--- config.mk ---
export PLATFORM = sky130hd
export DESIGN_NAME = legendre_polynomial_evaluator_unit
export DESIGN_NICKNAME = d
export VERILOG_FILES = /design/src/lpe_pkg.sv /design/src/legendre_polynomial_evaluator_unit.sv /design/src/lpe_ctrl.sv /design/src/lpe_datapath.sv
export SDC_FILE = /design/constraint.sdc
export NUM_CORES = 2
export LEC_CHECK = 0
export ABC_AREA = 1
export BUFFER_PORTS_ARGS = -buffer_cell sky130_fd_sc_hd__buf_2
export CAP_MARGIN = 25
export CORE_MARGIN = 4
export CORE_UTILIZATION = 45
export CTS_CLUSTER_SIZE = 14
export DETAILED_ROUTE_END_ITERATION = 12
export SYNTH_ARGS = -nofsm -noshare
export SYNTH_HDL_FRONTEND = slang
export SYNTH_SLANG_ARGS = --single-unit
--- constraint.sdc ---
create_clock -name clk_i -period 9.82 [get_ports clk_i]
set_clock_uncertainty 0.1 [all_clocks]
set_input_delay 1.964 -clock clk_i [delete_from_list [all_inputs] [get_ports clk_i]]
set_output_delay 1.964 -clock clk_i [all_outputs]
set_load 0.03 [all_outputs]
--- src/lpe_pkg.sv ---
package lpe_pkg;

  // field widths
  localparam int PointW = 16;
  localparam int DegW   = 5;
  localparam int StepW  = 4;

  // number format and degree limit
  localparam int FracBits  = 14;
  localparam int MaxDegree = 15;
  localparam int OneInt    = 1 << FracBits;

  // datapath widths
  localparam int MulW       = 22;
  localparam int ProdW      = 2 * MulW;
  localparam int XpW        = 17;
  localparam int AccW       = 21;
  localparam int MagW       = 21;
  localparam int RecipShift = 21;

  typedef enum logic [3:0] {
    ST_IDLE,
    ST_XP,
    ST_A,
    ST_B,
    ST_NUM,
    ST_RECIP,
    ST_CHECK,
    ST_FIX,
    ST_DONE
  } lpe_state_e;

  typedef enum logic [2:0] {
    PH_HOLD,
    PH_XP,
    PH_A,
    PH_B,
    PH_NUM,
    PH_RECIP,
    PH_CHECK,
    PH_FIX
  } lpe_phase_e;

  typedef struct packed {
    logic       load_item;
    logic       load_out;
    lpe_phase_e phase;
  } lpe_cmd_t;

  typedef struct packed {
    logic iterate;
    logic last_step;
  } lpe_status_t;

  // floor(2^RecipShift / k) for the step indexes that occur
  function automatic logic [MagW-1:0] recip(logic [StepW-1:0] k);
    logic [MagW-1:0] r;
    unique case (k)
      4'd2:    r = 21'd1048576;
      4'd3:    r = 21'd699050;
      4'd4:    r = 21'd524288;
      4'd5:    r = 21'd419430;
      4'd6:    r = 21'd349525;
      4'd7:    r = 21'd299593;
      4'd8:    r = 21'd262144;
      4'd9:    r = 21'd233016;
      4'd10:   r = 21'd209715;
      4'd11:   r = 21'd190650;
      4'd12:   r = 21'd174762;
      4'd13:   r = 21'd161319;
      4'd14:   r = 21'd149796;
      4'd15:   r = 21'd139810;
      default: r = '0;
    endcase
    return r;
  endfunction

endpackage

--- src/legendre_polynomial_evaluator_unit.sv ---
// Legendre polynomial evaluator. A request carries a point x in signed Q1.14
// (16384 is 1.0) and a signed degree n; the block answers with P_n(x) in the
// same format, saturated to [-1.0, +1.0]. Negative degrees give 0, degree 0
// gives 1.0, degree 1 gives x (saturated). Higher degrees run the three-term
// recurrence P_k = ((2k-1) * floor(x * P_{k-1} / 2^14) - (k-1) * P_{k-2}) / k
// for k = 2 .. n, the division truncating toward zero and every term clamped
// to +/-1.0 before reuse. One request is worked on at a time. Each recurrence
// step walks seven phases on a single shared 22x22 multiplier (x*P, the two
// weightings, a reciprocal multiply for the division by k and its one-step
// correction). The result sits in an output register, so the next request is
// taken while the previous result still waits to be collected.
module legendre_polynomial_evaluator_unit import lpe_pkg::*; (
  input  logic                     clk_i,
  input  logic                     rst_ni,
  // request channel
  input  logic                     in_valid_i,
  output logic                     in_stall_o,
  input  logic signed [PointW-1:0] point_i,
  input  logic signed [DegW-1:0]   degree_i,
  // result channel
  output logic                     out_valid_o,
  input  logic                     out_stall_i,
  output logic signed [PointW-1:0] value_o
);

  // command and status between sequencer and datapath
  lpe_cmd_t    cmd;
  lpe_status_t status;

  // sequencer: walks the seven phases of each recurrence step
  lpe_ctrl u_ctrl (
    .clk_i       (clk_i),
    .rst_ni      (rst_ni),
    .in_valid_i  (in_valid_i),
    .in_stall_o  (in_stall_o),
    .out_valid_o (out_valid_o),
    .out_stall_i (out_stall_i),
    .status_i    (status),
    .cmd_o       (cmd)
  );

  // datapath: term registers, shared multiplier, divide-by-k and saturation
  lpe_datapath u_datapath (
    .clk_i    (clk_i),
    .rst_ni   (rst_ni),
    .cmd_i    (cmd),
    .point_i  (point_i),
    .degree_i (degree_i),
    .status_o (status),
    .value_o  (value_o)
  );

endmodule

--- src/lpe_ctrl.sv ---
module lpe_ctrl import lpe_pkg::*; (
  input  logic        clk_i,
  input  logic        rst_ni,
  input  logic        in_valid_i,
  output logic        in_stall_o,
  output logic        out_valid_o,
  input  logic        out_stall_i,
  input  lpe_status_t status_i,
  output lpe_cmd_t    cmd_o
);

  lpe_state_e state_q, state_d;
  logic       out_valid_q, out_valid_d;

  always_ff @(posedge clk_i or negedge rst_ni) begin
    if (!rst_ni) begin
      state_q     <= ST_IDLE;
      out_valid_q <= 1'b0;
    end else begin
      state_q     <= state_d;
      out_valid_q <= out_valid_d;
    end
  end

  always_comb begin
    state_d    = state_q;
    in_stall_o = 1'b1;
    cmd_o      = '{load_item: 1'b0, load_out: 1'b0, phase: PH_HOLD};
    unique case (state_q)
      ST_IDLE: begin
        in_stall_o = 1'b0;
        if (in_valid_i) begin
          cmd_o.load_item = 1'b1;
          state_d = status_i.iterate ? ST_XP : ST_DONE;
        end
      end
      ST_XP: begin
        cmd_o.phase = PH_XP;
        state_d = ST_A;
      end
      ST_A: begin
        cmd_o.phase = PH_A;
        state_d = ST_B;
      end
      ST_B: begin
        cmd_o.phase = PH_B;
        state_d = ST_NUM;
      end
      ST_NUM: begin
        cmd_o.phase = PH_NUM;
        state_d = ST_RECIP;
      end
      ST_RECIP: begin
        cmd_o.phase = PH_RECIP;
        state_d = ST_CHECK;
      end
      ST_CHECK: begin
        cmd_o.phase = PH_CHECK;
        state_d = ST_FIX;
      end
      ST_FIX: begin
        cmd_o.phase = PH_FIX;
        state_d = status_i.last_step ? ST_DONE : ST_XP;
      end
      ST_DONE: begin
        // hand over once the output register is free or being emptied
        if (!out_valid_q || !out_stall_i) begin
          cmd_o.load_out = 1'b1;
          state_d = ST_IDLE;
        end
      end
      default: begin
        state_d = ST_IDLE;
      end
    endcase
  end

  always_comb begin
    priority if (cmd_o.load_out) begin
      out_valid_d = 1'b1;
    end else if (!out_stall_i) begin
      out_valid_d = 1'b0;
    end else begin
      out_valid_d = out_valid_q;
    end
  end

  assign out_valid_o = out_valid_q;

endmodule

--- src/lpe_datapath.sv ---
module lpe_datapath import lpe_pkg::*; (
  input  logic                     clk_i,
  input  logic                     rst_ni,
  input  lpe_cmd_t                 cmd_i,
  input  logic signed [PointW-1:0] point_i,
  input  logic signed [DegW-1:0]   degree_i,
  output lpe_status_t              status_o,
  output logic signed [PointW-1:0] value_o
);

  logic signed [PointW-1:0] x_q;
  logic signed [PointW-1:0] older_q;
  logic signed [PointW-1:0] newer_q;
  logic signed [PointW-1:0] value_q;
  logic [StepW-1:0]         k_q;
  logic [StepW-1:0]         deg_q;
  logic signed [ProdW-1:0]  mul_q;
  logic signed [AccW-1:0]   a_q;
  logic [MagW-1:0]          mag_q;
  logic                     neg_q;
  logic [MagW-1:0]          q0_q;

  // shared multiplier
  logic signed [MulW-1:0]   op_a, op_b;
  logic signed [ProdW-1:0]  product;
  logic                     mul_en;

  logic [StepW-1:0]         deg_clamp;
  logic signed [PointW-1:0] x_sat;
  logic signed [PointW-1:0] first_term;
  logic signed [XpW-1:0]    xp;
  logic signed [AccW:0]     num;
  logic [MagW-1:0]          rem;
  logic [MagW-1:0]          q_fix;
  logic [PointW-1:0]        mag_sat;
  logic signed [PointW-1:0] term;

  always_comb begin
    if (int'(degree_i) > MaxDegree) begin
      deg_clamp = StepW'(MaxDegree);
    end else begin
      deg_clamp = degree_i[StepW-1:0];
    end
  end

  always_comb begin
    if (point_i > PointW'(OneInt)) begin
      x_sat = PointW'(OneInt);
    end else if (point_i < -PointW'(OneInt)) begin
      x_sat = -PointW'(OneInt);
    end else begin
      x_sat = point_i;
    end
  end

  // P_n for n below two, and P_1 as the seed of the recurrence
  always_comb begin
    priority if (degree_i[DegW-1]) begin
      first_term = '0;
    end else if (deg_clamp == '0) begin
      first_term = PointW'(OneInt);
    end else begin
      first_term = x_sat;
    end
  end

  assign status_o.iterate   = !degree_i[DegW-1] && (deg_clamp >= StepW'(2));
  assign status_o.last_step = (k_q == deg_q);

  // floor(x * P_{k-1} / 2^FracBits)
  assign xp = mul_q[FracBits+XpW-1:FracBits];

  always_comb begin
    mul_en = 1'b1;
    op_a   = '0;
    op_b   = '0;
    unique case (cmd_i.phase)
      PH_XP: begin
        op_a = MulW'(x_q);
        op_b = MulW'(newer_q);
      end
      PH_A: begin
        op_a = MulW'(xp);
        op_b = $signed({{(MulW-StepW-1){1'b0}}, k_q - StepW'(1), 1'b1});
      end
      PH_B: begin
        op_a = MulW'(older_q);
        op_b = $signed({{(MulW-StepW){1'b0}}, k_q - StepW'(1)});
      end
      PH_RECIP: begin
        op_a = $signed({1'b0, mag_q});
        op_b = $signed({1'b0, recip(k_q)});
      end
      PH_CHECK: begin
        op_a = $signed({1'b0, mul_q[RecipShift+MagW-1:RecipShift]});
        op_b = $signed({{(MulW-StepW){1'b0}}, k_q});
      end
      default: begin
        mul_en = 1'b0;
      end
    endcase
  end

  assign product = op_a * op_b;

  assign num = (AccW+1)'(a_q) - (AccW+1)'($signed(mul_q[AccW-1:0]));

  // quotient estimate is at most one short
  assign rem   = mag_q - mul_q[MagW-1:0];
  assign q_fix = q0_q + MagW'(rem >= MagW'(k_q));
  assign mag_sat = (q_fix > MagW'(OneInt)) ? PointW'(OneInt) : q_fix[PointW-1:0];
  assign term    = neg_q ? $signed(PointW'(0) - mag_sat) : $signed(mag_sat);

  always_ff @(posedge clk_i or negedge rst_ni) begin
    if (!rst_ni) begin
      older_q <= '0;
      newer_q <= '0;
      k_q     <= '0;
      deg_q   <= '0;
    end else begin
      if (cmd_i.load_item) begin
        older_q <= PointW'(OneInt);
        newer_q <= first_term;
        k_q     <= StepW'(2);
        deg_q   <= deg_clamp;
      end else if (cmd_i.phase == PH_FIX) begin
        older_q <= newer_q;
        newer_q <= term;
        if (!status_o.last_step) begin
          k_q <= k_q + StepW'(1);
        end
      end
    end
  end

  always_ff @(posedge clk_i) begin
    if (cmd_i.load_item) begin
      x_q <= point_i;
    end
    if (mul_en) begin
      mul_q <= product;
    end
    if (cmd_i.phase == PH_B) begin
      a_q <= mul_q[AccW-1:0];
    end
    if (cmd_i.phase == PH_NUM) begin
      neg_q <= num[AccW];
      mag_q <= num[AccW] ? MagW'(-num) : MagW'(num);
    end
    if (cmd_i.phase == PH_CHECK) begin
      q0_q <= mul_q[RecipShift+MagW-1:RecipShift];
    end
    if (cmd_i.load_out) begin
      value_q <= newer_q;
    end
  end

  assign value_o = value_q;

endmodule

==> reports/metrics.cfg <==
[floorplan]
initial_core_util_pct = 45.5
io_pins = 43
die-area_mm2 = 0.0679
num_rows = 92
die_w_um = 261
coreArea_mm2 = 0.0631
die_y_um = 261

[outcome]
status = finished, final reports clean

[timing]
max-slew-margin-rel_pct = 39.0
maxSlewViolCount = 0
finalSetupTns_ns = 0
period_share_pct = 94.9
final-hold-violation-count = 0
rsz0062_at_grt = false
worst_pin_slew_ns = 0.915
timing.fmax_ghz = 0.107
whs_ns = 0.348
final-setup-viol-count = 0
final.min_clock_period_ns = 9.32

[critical_path]
startpoint_type = flop
path_common_cell = fa_1
cp_max_fo = 18
crit_start = u_ctrl.state_q[2]$_DFFE_PN0P_
required_ns = 9.91
crit_arrival_ns = 9.41
crit_family = adder cells
slowest_stage = fa_1
end_kind = flop
cpPeakStageDelay_ns = 0.62
criticalPathCategory = reg -> reg
crit_buf_inv = 7
worstReg2RegStart = u_ctrl.state_q[2]$_DFFE_PN0P_

[route]
dr_total_vias = 22700
dr.pass1.iters = 6
detail_route.wl_per_cell_um = 20.5
finalWirelength_mm = 88.2
ant_nets = 0
via_per_inst = 5.29
drt_iter0_markers = 1771
drc = 0

[clock_tree]
cts_resized = 0
insertion_delay_ns = 0.46
cts-root-buf = clkbuf_16
clockBufferDepth = 2
cts_tree = built
cts.sinks = 183
clkTransAtPathRegs_ns = 0.08
cts.htree.levels = 4
cts_setup_buffers = 0
cts_hold_buffers = 0
cts_made_buffers = 17

[yosys]
yosysUniqueCellTypes = 64
synth_cells = 3389
synth_nets = 4091
synth_edf_count = 138
ys_warn_count = 0
netlist_area_mm2 = 0.0287
synthFlopType = edfxtp_1
yosys.area.top_type = fa_1
ys_async_sr_fraction_pct = 24.6
synth-seq-cells = 183
synth_area_leaders = fa_1 (34%), edfxtp_1 (14%), inv_1 (11%), ha_1 (8.3%), nand2_1 (8.0%)
ys_seq_area_share_pct = 18.4
yosysTopAreaCellShare_pct = 34.0
syn_avg_cell_area_um2 = 8.47

[cells_and_area]
mostFrequentLayoutCells = inv_1 (817), nand2_1 (608), fa_1 (487), nor2_1 (366), ha_1 (190)
final_cells = 4293
drive_gt1_share_pct = 6.03
diodes = 0
area_delta_synth_final_pct = 7.16
layout.cells.most_common = inv_1
final_nets = 4136
fillers = 6219

[grt]
use_met1_pct = 34.3
met2_usage_pct = 44.8
antenna_found_initial = 0
grt_use_total_pct = 26.6
grt-busiest-layer = met2
grt.overflow.total = 0
grtUsageMet3_pct = 4.11
grt_first_pass_wirelength_mm = 136
grt_start_max_net_pins = 46
grt_pass1_vias = 23400

[min_path]
min-delay-start = u_datapath.mul_q[2]$_DFFE_PP_
hp-class = reg -> reg

[placed_design]
numPortBuffers = 42
place_inst = 4260
dpl.hpwl_mm = 74.2
gp_congestion = 0.973

[job]
max-cap-violations = 0

[metrics by stage]
step / area (um^2) / worst slack (ns) / utilization, %
2_1_floorplan: 28700 / 1.11 / -
5_1_grt: 30700 / 0.0466 / 48.7
6_report: 30700 / 0.501 / 48.7
3_5_place_dp: 30200 / 0.724 / 47.8
3_3_place_gp: 30200 / 0.851 / 47.8
4_1_cts: 30700 / 0.696 / 48.7
[Yosys cell counts (31+ instances only)]
cell and instances:
a21oi_1 108, clkbuf_1 64, dfrtp_1 45, edfxtp_1 138, fa_1 487, ha_1 190
inv_1 817, nand2_1 608, nand3_1 86, nand4_1 31, nor2_1 369, o21ai_0 65
xnor2_1 32, xor2_1 74
[sequential cells by signal (all words and copies together), names as in the netlist]
| name | flops |
|---|---|
| u_ctrl.out_valid_o | 1 |
| u_datapath.newer_q | 16 |
| u_datapath.a_q | 21 |
| u_datapath.mag_q | 21 |
| u_datapath.x_q | 16 |
| u_datapath.k_q | 4 |
| u_datapath.mul_q | 42 |
| u_datapath.value_o | 16 |
| u_datapath.q0_q | 21 |
| u_ctrl.state_q | 4 |
| u_datapath.neg_q | 1 |
| u_datapath.older_q | 16 |
| u_datapath.deg_q | 4 |
[layer usage]
layer,up-vias,share of wire (%)
li1,10400,-
met1,11300,40
met2,865,48
met3,174,7.1
met4,0,4.7
met5,-,0
[worst register-to-register path: stages (launching register included)]
cell       delay [ns]
dfrtp_1          0.46
nor2_2           0.11
nand2_1          0.50
inv_1            0.38
a21oi_4          0.39
inv_2            0.27
nor2_1           0.56
inv_1            0.51
nand2_1          0.19
fa_1             0.43
inv_1            0.09
fa_1             0.44
fa_1             0.62
fa_1             0.46
fa_1             0.47
fa_1             0.49
inv_1            0.05
fa_1             0.47
inv_1            0.05
ha_1             0.34
a21oi_1          0.20
inv_1            0.05
a21oi_1          0.16
nor3_1           0.07
a2111oi_0        0.43
nand4_1          0.35
a211oi_1         0.33
xnor2_1          0.11
[cell type report]
type / instances / area [um^2] / share of cell area, %
tap: 846 / 1060 / 3.44
sequential: 183 / 5270 / 17.1
inverter: 831 / 3120 / 10.2
clock buffer: 18 / 450 / 1.46
timing repair buffer: 112 / 736 / 2.39
clock inverter: 14 / 140 / 0.456
multi-input combinational: 2289 / 20000 / 65.0
[final timing paths]
check / end / slack, ns / cells past startpoint
setup / recovery: u_datapath.mul_q[41]$_DFFE_PP_ / 0.50 / 27
hold / removal: u_datapath.a_q[2]$_DFFE_PN_ / 0.35 / 0
setup reg to reg: u_datapath.mul_q[41]$_DFFE_PP_ / 0.50 / 27
hold reg to reg: u_datapath.a_q[2]$_DFFE_PN_ / 0.35 / 0
max in group asynchronous: u_datapath.newer_q[12]$_DFFE_PN0P_ / 7.70 / 2
min in group asynchronous: u_datapath.newer_q[3]$_DFFE_PN0P_ / 1.50 / 2
[cell families (layout without fill, tap and decap cells)]
group	count (synthesis)	in the layout	share of synthesized area (%)
buffers and inverters	917	975	12.1
and+or+nand+nor	1181	1181	17.1
AOI/OAI and AO/OA	323	323	6.85
adders and majority gates	677	677	42.3
DFF	183	183	18.4
xor gates and xnor gates	108	108	3.35
Power is not shown: default switching activity piles up to over one toggle a cycle in this logic, so the estimate is an artifact.
